<file path="src/sv/hrlp_pkg.sv">
`timescale 1ns / 1ps

package hrlp_pkg;

  // characters the parser cares about
  localparam logic [7:0] CH_CR    = 8'h0D;
  localparam logic [7:0] CH_LF    = 8'h0A;
  localparam logic [7:0] CH_SP    = 8'h20;
  localparam logic [7:0] CH_TAB   = 8'h09;
  localparam logic [7:0] CH_SLASH = 8'h2F;

  // keyword lengths
  localparam int unsigned GET_LEN = 3;
  localparam int unsigned VER_LEN = 8;
  localparam int unsigned PRE_LEN = 7;

  // keywords, first character at index 0, upper case
  localparam logic [7:0] KW_GET [GET_LEN] = '{"G", "E", "T"};
  localparam logic [7:0] KW_VER [VER_LEN] = '{"H", "T", "T", "P", "/", "1", ".", "1"};
  localparam logic [7:0] KW_PRE [PRE_LEN] = '{"H", "T", "T", "P", ":", "/", "/"};

  // result status codes
  localparam logic [1:0] ST_RUN  = 2'd0;
  localparam logic [1:0] ST_DONE = 2'd1;
  localparam logic [1:0] ST_BAD  = 2'd2;

  // input op codes
  localparam logic OP_BYTE    = 1'b0;
  localparam logic OP_RESTART = 1'b1;

  typedef struct packed {
    logic       op;
    logic [7:0] data_byte;
  } in_item_t;

  typedef struct packed {
    logic [1:0] status;
    logic       line_end;
  } out_item_t;

  // classified byte passed from front to back
  typedef struct packed {
    logic               restart;
    logic               cr;
    logic               lf;
    logic               blank;
    logic               slash;
    logic [GET_LEN-1:0] get_hit;
    logic [VER_LEN-1:0] ver_hit;
    logic [PRE_LEN-1:0] pre_hit;
  } tok_t;

  // request line field being parsed
  typedef enum logic [4:0] {
    PH_METHOD = 5'b00001,
    PH_GAP1   = 5'b00010,
    PH_URL    = 5'b00100,
    PH_GAP2   = 5'b01000,
    PH_VER    = 5'b10000
  } phase_t;

  function automatic logic [7:0] to_upper(input logic [7:0] c);
    logic [7:0] u;
    u = c;
    if (c >= "a" && c <= "z") begin
      u = c - 8'd32;
    end
    return u;
  endfunction

endpackage

</file>
<file path="src/sv/hrlp_front.sv">
`timescale 1ns / 1ps

module hrlp_front (
  input  logic              push,
  input  hrlp_pkg::in_item_t in_item,
  output logic              full,
  input  logic              q_full,
  output logic              q_push,
  output hrlp_pkg::tok_t    q_tok
);

  logic [7:0] up;

  // queue backpressure goes straight to the source
  assign full   = q_full;
  assign q_push = push && !q_full;
  assign up     = hrlp_pkg::to_upper(in_item.data_byte);

  // byte classes and per-position keyword hits
  always_comb begin
    q_tok.restart = (in_item.op == hrlp_pkg::OP_RESTART);
    q_tok.cr      = (in_item.data_byte == hrlp_pkg::CH_CR);
    q_tok.lf      = (in_item.data_byte == hrlp_pkg::CH_LF);
    q_tok.blank   = (in_item.data_byte == hrlp_pkg::CH_SP) ||
                    (in_item.data_byte == hrlp_pkg::CH_TAB);
    q_tok.slash   = (in_item.data_byte == hrlp_pkg::CH_SLASH);
    for (int i = 0; i < hrlp_pkg::GET_LEN; i++) begin
      q_tok.get_hit[i] = (up == hrlp_pkg::KW_GET[i]);
    end
    for (int i = 0; i < hrlp_pkg::VER_LEN; i++) begin
      q_tok.ver_hit[i] = (up == hrlp_pkg::KW_VER[i]);
    end
    for (int i = 0; i < hrlp_pkg::PRE_LEN; i++) begin
      q_tok.pre_hit[i] = (up == hrlp_pkg::KW_PRE[i]);
    end
  end

endmodule

</file>
<file path="src/sv/hrlp_fifo.sv">
`timescale 1ns / 1ps

module hrlp_fifo #(
  parameter int unsigned DEPTH = 4
) (
  input  logic           clk,
  input  logic           rst_n,
  input  logic           wr_en,
  input  hrlp_pkg::tok_t wr_tok,
  output logic           q_full,
  input  logic           rd_en,
  output logic           q_empty,
  output hrlp_pkg::tok_t rd_tok
);

  localparam int unsigned PW = (DEPTH > 1) ? $clog2(DEPTH) : 1;
  localparam int unsigned CW = $clog2(DEPTH + 1);

  hrlp_pkg::tok_t mem_r [DEPTH];
  logic [PW-1:0]  wr_ptr_r, wr_ptr_nxt;
  logic [PW-1:0]  rd_ptr_r, rd_ptr_nxt;
  logic [CW-1:0]  count_r, count_nxt;
  logic           do_wr, do_rd;

  assign q_full  = (count_r == CW'(DEPTH));
  assign q_empty = (count_r == '0);
  assign do_wr   = wr_en && !q_full;
  assign do_rd   = rd_en && !q_empty;
  assign rd_tok  = mem_r[rd_ptr_r];

  // pointer wrap and occupancy
  always_comb begin
    wr_ptr_nxt = wr_ptr_r;
    rd_ptr_nxt = rd_ptr_r;
    count_nxt  = count_r;
    if (do_wr) begin
      wr_ptr_nxt = (wr_ptr_r == PW'(DEPTH - 1)) ? '0 : wr_ptr_r + 1'b1;
    end
    if (do_rd) begin
      rd_ptr_nxt = (rd_ptr_r == PW'(DEPTH - 1)) ? '0 : rd_ptr_r + 1'b1;
    end
    if (do_wr && !do_rd) begin
      count_nxt = count_r + 1'b1;
    end else if (do_rd && !do_wr) begin
      count_nxt = count_r - 1'b1;
    end
  end

  always_ff @(posedge clk) begin
    if (!rst_n) begin
      wr_ptr_r <= '0;
      rd_ptr_r <= '0;
      count_r  <= '0;
    end else begin
      wr_ptr_r <= wr_ptr_nxt;
      rd_ptr_r <= rd_ptr_nxt;
      count_r  <= count_nxt;
    end
  end

  // storage
  always_ff @(posedge clk) begin
    if (do_wr) begin
      mem_r[wr_ptr_r] <= wr_tok;
    end
  end

`ifndef SYNTHESIS
  a_count_bound: assert property (@(posedge clk) disable iff (!rst_n)
    count_r <= CW'(DEPTH))
    else $error("queue count above depth");

  a_count_up: assert property (@(posedge clk) disable iff (!rst_n)
    (do_wr && !do_rd) |=> (count_r == $past(count_r) + 1'b1))
    else $error("queue count did not rise on write");
`endif

endmodule

</file>
<file path="src/sv/hrlp_back.sv">
`timescale 1ns / 1ps

module hrlp_back (
  input  logic                clk,
  input  logic                rst_n,
  input  logic                q_empty,
  input  hrlp_pkg::tok_t      q_tok,
  output logic                q_pop,
  output logic                empty,
  input  logic                pop,
  output hrlp_pkg::out_item_t out_item
);

  logic                section_r, section_nxt;
  hrlp_pkg::phase_t    phase_r, phase_nxt;
  logic                prev_cr_r, prev_cr_nxt;
  logic [3:0]          kw_pos_r, kw_pos_nxt;
  logic                kw_mis_r, kw_mis_nxt;
  logic [2:0]          pre_pos_r, pre_pos_nxt;
  logic                pre_fail_r, pre_fail_nxt;
  logic                starts_slash_r, starts_slash_nxt;
  logic                slash_after_r, slash_after_nxt;
  logic                rl_err_r, rl_err_nxt;
  logic                hdr_empty_r, hdr_empty_nxt;
  logic [1:0]          outcome_r, outcome_nxt;
  logic                out_vld_r, out_vld_nxt;
  hrlp_pkg::out_item_t out_r, out_nxt;

  logic       take;
  logic       line_end;
  logic       line_ok;
  logic       url_ok;
  logic [2:0] url_pos;
  logic       url_fail;
  logic       url_slash;

  // take a token when the result register is free or drains this cycle
  assign take     = !q_empty && (!out_vld_r || pop);
  assign q_pop    = take;
  assign empty    = !out_vld_r;
  assign out_item = out_r;

  // url prefix tracking for the current byte
  always_comb begin
    url_pos   = pre_pos_r;
    url_fail  = pre_fail_r;
    url_slash = slash_after_r;
    if (pre_pos_r == 3'(hrlp_pkg::PRE_LEN)) begin
      if (q_tok.slash) begin
        url_slash = 1'b1;
      end
    end else if (!pre_fail_r) begin
      if (q_tok.pre_hit[pre_pos_r]) begin
        url_pos = pre_pos_r + 3'd1;
      end else begin
        url_fail = 1'b1;
      end
    end
  end

  // request line check at its closing lf
  assign url_ok  = (pre_pos_r == 3'(hrlp_pkg::PRE_LEN)) ? slash_after_r : starts_slash_r;
  assign line_ok = (phase_r == hrlp_pkg::PH_VER) && (kw_pos_r == 4'(hrlp_pkg::VER_LEN)) &&
                   !kw_mis_r && !rl_err_r && url_ok;

  // parser update
  always_comb begin
    section_nxt      = section_r;
    phase_nxt        = phase_r;
    prev_cr_nxt      = prev_cr_r;
    kw_pos_nxt       = kw_pos_r;
    kw_mis_nxt       = kw_mis_r;
    pre_pos_nxt      = pre_pos_r;
    pre_fail_nxt     = pre_fail_r;
    starts_slash_nxt = starts_slash_r;
    slash_after_nxt  = slash_after_r;
    rl_err_nxt       = rl_err_r;
    hdr_empty_nxt    = hdr_empty_r;
    outcome_nxt      = outcome_r;
    line_end         = 1'b0;
    if (take && q_tok.restart) begin
      section_nxt      = 1'b0;
      phase_nxt        = hrlp_pkg::PH_METHOD;
      prev_cr_nxt      = 1'b0;
      kw_pos_nxt       = '0;
      kw_mis_nxt       = 1'b0;
      pre_pos_nxt      = '0;
      pre_fail_nxt     = 1'b0;
      starts_slash_nxt = 1'b0;
      slash_after_nxt  = 1'b0;
      rl_err_nxt       = 1'b0;
      hdr_empty_nxt    = 1'b1;
      outcome_nxt      = hrlp_pkg::ST_RUN;
    end else if (take && outcome_r == hrlp_pkg::ST_RUN) begin
      if (prev_cr_r) begin
        prev_cr_nxt = 1'b0;
        if (!q_tok.lf) begin
          outcome_nxt = hrlp_pkg::ST_BAD;
        end else begin
          line_end = 1'b1;
          if (!section_r) begin
            if (line_ok) begin
              section_nxt   = 1'b1;
              hdr_empty_nxt = 1'b1;
            end else begin
              outcome_nxt = hrlp_pkg::ST_BAD;
            end
          end else if (hdr_empty_r) begin
            outcome_nxt = hrlp_pkg::ST_DONE;
          end else begin
            hdr_empty_nxt = 1'b1;
          end
        end
      end else if (q_tok.cr) begin
        prev_cr_nxt = 1'b1;
      end else if (q_tok.lf) begin
        outcome_nxt = hrlp_pkg::ST_BAD;
      end else if (!section_r) begin
        case (phase_r)
          hrlp_pkg::PH_METHOD: begin
            if (q_tok.blank) begin
              if (kw_mis_r || kw_pos_r != 4'(hrlp_pkg::GET_LEN)) begin
                rl_err_nxt = 1'b1;
              end
              phase_nxt = hrlp_pkg::PH_GAP1;
            end else if (kw_pos_r < 4'(hrlp_pkg::GET_LEN) && q_tok.get_hit[kw_pos_r[1:0]]) begin
              kw_pos_nxt = kw_pos_r + 4'd1;
            end else begin
              kw_mis_nxt = 1'b1;
            end
          end
          hrlp_pkg::PH_GAP1: begin
            if (!q_tok.blank) begin
              phase_nxt        = hrlp_pkg::PH_URL;
              starts_slash_nxt = q_tok.slash;
              pre_pos_nxt      = url_pos;
              pre_fail_nxt     = url_fail;
              slash_after_nxt  = url_slash;
            end
          end
          hrlp_pkg::PH_URL: begin
            if (q_tok.blank) begin
              phase_nxt = hrlp_pkg::PH_GAP2;
            end else begin
              pre_pos_nxt     = url_pos;
              pre_fail_nxt    = url_fail;
              slash_after_nxt = url_slash;
            end
          end
          hrlp_pkg::PH_GAP2: begin
            if (!q_tok.blank) begin
              phase_nxt = hrlp_pkg::PH_VER;
              if (q_tok.ver_hit[0]) begin
                kw_pos_nxt = 4'd1;
                kw_mis_nxt = 1'b0;
              end else begin
                kw_pos_nxt = 4'd0;
                kw_mis_nxt = 1'b1;
              end
            end
          end
          hrlp_pkg::PH_VER: begin
            if (q_tok.blank) begin
              kw_mis_nxt = 1'b1;
            end else if (kw_pos_r < 4'(hrlp_pkg::VER_LEN) && q_tok.ver_hit[kw_pos_r[2:0]]) begin
              kw_pos_nxt = kw_pos_r + 4'd1;
            end else begin
              kw_mis_nxt = 1'b1;
            end
          end
          default: begin
            phase_nxt = phase_r;
          end
        endcase
      end else begin
        hdr_empty_nxt = 1'b0;
      end
    end
  end

  // result register
  always_comb begin
    out_nxt.status   = outcome_nxt;
    out_nxt.line_end = line_end;
    if (take) begin
      out_vld_nxt = 1'b1;
    end else if (pop) begin
      out_vld_nxt = 1'b0;
    end else begin
      out_vld_nxt = out_vld_r;
    end
  end

  always_ff @(posedge clk) begin
    if (!rst_n) begin
      section_r      <= 1'b0;
      phase_r        <= hrlp_pkg::PH_METHOD;
      prev_cr_r      <= 1'b0;
      kw_pos_r       <= '0;
      kw_mis_r       <= 1'b0;
      pre_pos_r      <= '0;
      pre_fail_r     <= 1'b0;
      starts_slash_r <= 1'b0;
      slash_after_r  <= 1'b0;
      rl_err_r       <= 1'b0;
      hdr_empty_r    <= 1'b1;
      outcome_r      <= hrlp_pkg::ST_RUN;
      out_vld_r      <= 1'b0;
    end else begin
      section_r      <= section_nxt;
      phase_r        <= phase_nxt;
      prev_cr_r      <= prev_cr_nxt;
      kw_pos_r       <= kw_pos_nxt;
      kw_mis_r       <= kw_mis_nxt;
      pre_pos_r      <= pre_pos_nxt;
      pre_fail_r     <= pre_fail_nxt;
      starts_slash_r <= starts_slash_nxt;
      slash_after_r  <= slash_after_nxt;
      rl_err_r       <= rl_err_nxt;
      hdr_empty_r    <= hdr_empty_nxt;
      outcome_r      <= outcome_nxt;
      out_vld_r      <= out_vld_nxt;
    end
  end

  always_ff @(posedge clk) begin
    if (take) begin
      out_r <= out_nxt;
    end
  end

`ifndef SYNTHESIS
  a_outcome_sticky: assert property (@(posedge clk) disable iff (!rst_n)
    (take && !q_tok.restart && outcome_r != hrlp_pkg::ST_RUN) |=>
      (outcome_r == $past(outcome_r)))
    else $error("outcome changed without restart");

  a_line_end_cr: assert property (@(posedge clk) disable iff (!rst_n)
    (take && line_end) |-> (prev_cr_r && q_tok.lf))
    else $error("line end without cr lf");

  a_headers_after_ver: assert property (@(posedge clk) disable iff (!rst_n)
    section_r |-> (phase_r == hrlp_pkg::PH_VER))
    else $error("header section entered before version field");
`endif

endmodule

</file>
<file path="src/sv/http_request_line_parser.sv">
`timescale 1ns / 1ps

// channel   ports                      direction  item
// input     push, full, in_item        in         op, data_byte
// result    empty, pop, out_item       out        status, line_end
//
// one byte per cycle sustained while results are popped; a byte is written to the queue, then
// the parser stage takes it from the queue and fills the result register
// the parser state and result register form the only serial loop, one byte a cycle while results are popped
// reset is synchronous, active low, and leaves the parser waiting for a method
// full rises only when QUEUE_DEPTH bytes wait behind a result that is not popped

module http_request_line_parser #(
  parameter int unsigned QUEUE_DEPTH = 4
) (
  input  logic                clk,
  input  logic                rst_n,
  input  logic                push,
  output logic                full,
  input  hrlp_pkg::in_item_t  in_item,
  output logic                empty,
  input  logic                pop,
  output hrlp_pkg::out_item_t out_item
);

  logic           q_full;
  logic           q_push;
  logic           q_empty;
  logic           q_pop;
  hrlp_pkg::tok_t wr_tok;
  hrlp_pkg::tok_t rd_tok;

  // classify incoming bytes
  hrlp_front u_front (
    .push    (push),
    .in_item (in_item),
    .full    (full),
    .q_full  (q_full),
    .q_push  (q_push),
    .q_tok   (wr_tok)
  );

  // decoupling queue
  hrlp_fifo #(
    .DEPTH (QUEUE_DEPTH)
  ) u_fifo (
    .clk     (clk),
    .rst_n   (rst_n),
    .wr_en   (q_push),
    .wr_tok  (wr_tok),
    .q_full  (q_full),
    .rd_en   (q_pop),
    .q_empty (q_empty),
    .rd_tok  (rd_tok)
  );

  // parser state and result register
  hrlp_back u_back (
    .clk      (clk),
    .rst_n    (rst_n),
    .q_empty  (q_empty),
    .q_tok    (rd_tok),
    .q_pop    (q_pop),
    .empty    (empty),
    .pop      (pop),
    .out_item (out_item)
  );

endmodule
</file>
<file path="config.mk">
export PLATFORM = sky130hd
export DESIGN_NAME = http_request_line_parser
export DESIGN_NICKNAME = d
export VERILOG_FILES = /design/src/sv/hrlp_pkg.sv /design/src/sv/hrlp_front.sv /design/src/sv/hrlp_fifo.sv /design/src/sv/hrlp_back.sv /design/src/sv/http_request_line_parser.sv
export SDC_FILE = /design/constraint.sdc
export NUM_CORES = 1
export LEC_CHECK = 0
export BUFFER_PORTS_ARGS = -buffer_cell sky130_fd_sc_hd__buf_2
export CORE_ASPECT_RATIO = 1.4
export CORE_MARGIN = 2
export CORE_UTILIZATION = 50
export DETAILED_ROUTE_END_ITERATION = 16
export PLACE_DENSITY = 0.72
export SLEW_MARGIN = 20
export SYNTH_ARGS = -nofsm -noshare
export SYNTH_HDL_FRONTEND = slang
export SYNTH_SLANG_ARGS = --single-unit
</file>
<file path="constraint.sdc">
create_clock -name clk -period 7 [get_ports clk]
set_input_delay 0.35 -clock clk [delete_from_list [all_inputs] [get_ports clk]]
set_output_delay 0.35 -clock clk [all_outputs]
set_load 0.005 [all_outputs]
</file>
# [Yosys cells after proc, flatten, opt, wreduce, memory -nomap -nowiden]
# Memories as Yosys holds them, arrays and structs flattened. A register that Yosys moved wholly into a read port is not among the register bits.
# Cells that the tools add are included.
[word_totals] regBits=33 ram_bits=92 inputBits=13 output_inout_bits=5 word_cells=186 memories=1
[memory_table] memory="u_fifo.mem_r" words=4 word_bits=23 rd=1 rd_clocked_by_memory_dff=1 write_ports=1 line="hrlp_fifo.sv:19" text="hrlp_pkg::tok_t mem_r [DEPTH];"
[op_classes] add_sub_neg=7 magnitude_cmp=7 n_eq_ne=38 n_mux=60 n_bitwise=9 reduce_logical=46
[op_table] operator="== test 8 x 6 -> 1 bit (second input constant)" count=6
[op_table] operator="== test 8 x 7 -> 1 bit (second input constant)" count=5
[op_table] operator="AND reduction 10 bit" count=3
[op_table] operator="2-to-1 mux 1 bit" count=29
[op_table] operator="2-to-1 mux 2 bit" count=13
[op_table] operator="== test 8 x 4 -> 1 bit (second input constant)" count=3
[op_table] operator="2-to-1 mux 4 bit" count=5
[op_table] operator="2-to-1 mux 5 bit" count=4
[op_table] operator="case mux 5 bit (4 select lines)" count=1
[op_table] operator="AND reduction 8 bit" count=2
[op_table] operator="logical AND 1 bit" count=15
[op_table] operator="!= test 2 bit (second input constant)" count=7
[op_table] operator="case mux 4 bit (3 select lines)" count=1
[op_table] operator="AND reduction 11 bit" count=1
[op_table] operator="!= test 2 x 1 -> 1 bit (second input constant)" count=5
[op_table] operator="NOT 1 bit" count=9
[op_table] operator="AND reduction 9 bit" count=1
[op_table] operator="greater-or-equal comparator 8 x 7 -> 1 bit (second input constant)" count=1
[op_table] operator="<= comparator 8 x 7 -> 1 bit (second input constant)" count=1
[op_table] operator="less-than comparator 3 x 4 -> 1 bit (second input constant)" count=2
[op_table] operator="2-to-1 mux 8 bit" count=1
[op_table] operator="nonzero test 2 bit" count=4
[op_table] operator="subtractor 8 x 6 -> 8 bit (second input constant)" count=1
[op_table] operator="zero test 1 bit" count=7
[op_table] operator="31 further kinds" count=40

# [Depth between registers and ports, before layout]
[depth] depth_word=11 mapped_depth=9 depth_no_buf=8

# [Cells and area by module]
# Synthesis repeated with hierarchy kept, for this count alone.
[hier_totals] cells_unflattened=413 area_unflattened_um2=5895.7
[by_module_without_submodules] module="hrlp_fifo" instances=1 cells_per_inst=171 area_each_um2=3827.4
[by_module_without_submodules] module="hrlp_back" instances=1 cells_per_inst=192 area_each_um2=1694.1
[by_module_without_submodules] module="hrlp_front" instances=1 cells_per_inst=50 area_each_um2=374.1

# [Worst setup path after synthesis]
# No wires, ideal clock.
[synth_path] path_kind="register to register" startpoint="register with a tool-made name" endpoint="register u_back.phase_r[1]" setup_ns=0.115 arrival_ns=2.272 required_time_ns=6.885 slack_ns=4.613 path_stages_with_launch=9 n_path_buf=2 cell_sequence="dfxtp_1 buf_2 buf_2 mux2_2 o22a_1 or3_1 a311o_1 o211ai_1 o21ba_2"
[synth_rtl] item="end signal, assigned" line="hrlp_back.sv:197" text="phase_r <= hrlp_pkg::PH_METHOD;"
[synth_rtl] item="end signal, assigned" line="hrlp_back.sv:211" text="phase_r <= phase_nxt;"
[synth_rtl] item="end, declared" line="hrlp_back.sv:15" text="hrlp_pkg::phase_t phase_r, phase_nxt;"

==> flow_summary.ini <==
[outcome]
status = finished clean

[power_and_ir_drop]
switching_share_pct = 31.5
p_int_uw = 1110
leakagePower_uw = 0.00167
power_frac_seq_pct = 44.8
power_density_nw_per_um2 = 335
switchingPower_uw = 508
comb_power_share_pct = 27.1
peakVddDrop_mv = 0.251
power_uw = 1610
p_clk_share_pct = 28.0

[synth]
yosys_warnings = 0
syn_nets = 392
ys_async_sr_fraction_pct = 0
netlist-cell-type-count = 61
synthFlopType = edfxtp_1
synth_top_family_by_area = simple AND/OR/NAND/NOR gates
yosys.area_share.simple_pct = 19.4
synthXorXnorAreaFrac_pct = 0.598
syn-cell-area_um2 = 4400
ys_seq_elements = 91
yosysSeqAreaShare_pct = 54.9
synth_edf_count = 59
synth_compound_area_share_pct = 6.86
synth_cells = 367
syn_area_per_cell_um2 = 12.0
synth.area.mux_share_pct = 11.9
synthAdderAreaFrac_pct = 3.59

[setup_path]
end_kind = register
crit_type = reg -> reg
cp_max_fo = 21
cp-start-kind = register
r2r_cells = 6
cpLargestDelayFamily = simple AND/OR/NAND/NOR gates
worstPathRequired_ns = 7.22
crit_chain = mux4_1, nor4b_2, a211o_1, nand4_1, or3_1, mux2i_1
timing.rr.end = u_back.kw_pos_r[3]
cp.arrival_ns = 3.29
cp_slowest_stage_delay_ns = 0.90
crit_buf_inv = 0
crit_slowest_cell = dfxtp_1
r2r_setup_slack_ns = 3.93

[worst_hold_path]
min_path_type = in -> reg
hp-start = in_item[8]
worstHoldEndpoint = u_fifo.mem_r[2][22]
hold_depth = 1

[job]
drv_cap = 0

[clock_tree]
htree_num_levels = 3
post-cts-setup-buffers = 0
clk_latency_ns = 0.34
cts_root_buf = clkbuf_16
ctsHoldBuffers = 0
cts_tree = done
cts_buffers = 9
clkTransAtPathRegs_ns = 0.06
cts.repair.resized = 0
cts_sinks = 91
cts_buffer_depth = 2

[timing]
final-hold-violation-count = 0
post-route-min-period_ns = 3.07
final_max_slew_viol_count = 0
skew_ns = 0.00570
setup_tns_ns = 0
max_slew_margin_pct = 40.5
final.setup.worst_slack_ns = 3.93
setup_viol = 0
max_freq_mhz = 326
min_period_over_period_pct = 43.8
tightest_slew_ns = 0.891
rsz0062_at_grt = no

[floorplan]
start_util_pct = 51.4
die_h_um = 115
dieArea_um2 = 9570
die_x_um = 83.3
core_area_um2 = 8560
rows = 40
ios = 18

[final_layout]
area_growth_pct = 9.62
nNetsFinal = 405
antenna_cells = 0
drive_gt1_share_pct = 14.3

[placement]
gp_congestion = 0.879
dp_worst_setup_slack_ns = 3.94
portBuffers = 17
place.detailed.hpwl_um = 5920

[global_routing]
grt_pass1_vias = 2858
overflow = 0
antenna_found_initial = 0
grt_usage_pct = 18.4
grt_start_max_net_pins = 23
grt_pass1_wl_um = 13900

[detailed_routing]
drc_errors = 0
postRouteAntennaNets = 0
vias = 2892
first_pass_iters = 4
avgViaCountPerCell = 5.90
drtIter0Drc = 178
wire_per_inst_um = 16.9
wl_um = 8270
logic make-up after synthesis:
family                     count (synthesis)
buffers and inverters                     27
xor gates and xnor gates                   3
and+or+nand+nor                          155
muxes                                     37
AOI/OAI and AO/OA                         42
DFF                                       91
adders and majority gates                 12
how the worst max path moves through the flow:
stage	to	cells past startpoint	slack, ns	start
final	u_back.kw_pos_r[3]	6	3.93	register
after global routing	u_back.pre_pos_r[0]	6	3.60	register
after CTS	u_back.kw_pos_r[3]	6	3.92	register
after detailed placement	u_back.kw_pos_r[1]	6	3.94	register
after global placement	u_back.kw_pos_r[1]	6	3.96	register
after floorplan	u_back.phase_r[1]	8	4.61	register
layout by cell type (no fill, tap or decap), types with 2 or more instances in the layout:
master,instances
clkinv_4,2
buf_2,17
nor2_1,35
clkbuf_16,9
nand4b_1,2
o21a_1,3
nand2b_1,11
o211ai_1,2
or3_1,9
nand4_1,2
nand2_1,20
edfxtp_1,59
mux2_2,6
o21ai_0,5
and2_1,9
nor3_1,10
xnor2_1,2
nor4b_1,3
a311o_1,2
and3b_1,2
inv_1,12
mux4_2,9
a21boi_0,4
ha_1,11
or4_1,3
nand3_1,15
mux2i_1,19
a21oi_1,9
and3_1,7
mux4_1,2
nor4_1,7
nand3b_1,4
a41oi_1,3
nor2b_1,9
dfxtp_1,31
registers in the layout, indices dropped and copies added (netlist names), 3 cells and up, named ones only:
signal            cells
u_back.kw_pos_r       4
u_back.out_item       3
u_back.phase_r        5
u_back.pre_pos_r      3
u_fifo.count_r        3
u_fifo.mem_r         56
layer usage:
| layer | vias to the layer above | global-route usage [%] | part of all wire [%] |
|---|---|---|---|
| met2 | 49 | 33.4 | 53 |
| met4 | 0 | 6.99 | 2.1 |
| met5 | - | 0 | 0 |
| met3 | 14 | 3.59 | 2.7 |
| met1 | 1422 | 21.6 | 42 |
| li1 | 1407 | - | - |
power groups by stage:
stage,registers [uW],clock network [uW],logic (uW)
after floorplan,687,0,383
after global placement,731,0,426
after detailed placement,736,0,437
after CTS,725,458,441
after global routing,738,479,488
final,723,452,437
cells in the mapped netlist, drive strengths merged, types with 2 or more instances:
cell / number / area [um^2]
edfxtp: 59 / 1770
nor2: 35 / 131
dfxtp: 32 / 641
nand2: 20 / 75.1
mux2i: 19 / 190
nand3: 15 / 75.1
inv: 12 / 45.0
ha: 11 / 138
mux4: 11 / 255
nand2b: 11 / 68.8
nor3: 10 / 50.1
a21oi: 9 / 45.0
and2: 9 / 56.3
nor2b: 9 / 56.3
or3: 9 / 56.3
clkbuf: 8 / 31.3
nor4: 8 / 56.3
and3: 7 / 43.8
buf: 7 / 45.0
mux2: 7 / 78.8
o21ai: 5 / 25.0
a21boi: 4 / 30.0
nand3b: 4 / 30.0
nor4b: 4 / 41.3
a41oi: 3 / 26.3
o21a: 3 / 22.5
or4: 3 / 22.5
a311o: 2 / 20.0
and3b: 2 / 17.5
nand4: 2 / 12.5
nand4b: 2 / 17.5
o211ai: 2 / 15.0
or4b: 2 / 20.0
xnor2: 2 / 17.5
per-stage QoR:
stage	hold slack, ns	cells	utilization, %	instance area (um^2)
2_1_floorplan	0.435	367	-	4400
3_3_place_gp	0.449	474	53.0	4540
3_5_place_dp	0.461	474	53.0	4540
4_1_cts	0.225	490	56.3	4820
5_1_grt	0.225	490	56.3	4820
6_report	0.228	490	56.3	4820
final cells by class:
type                    instances  area, um^2
well taps                     105         131
multi-input cells             249        1860
clock inverters                 5        38.8
flip-flops and latches         91        2410
fillers                       711        3740
repair buffers                 17        85.1
clock buffers                  11         243
inverters                      12        45.0
Power figures use the tool's default switching activity.
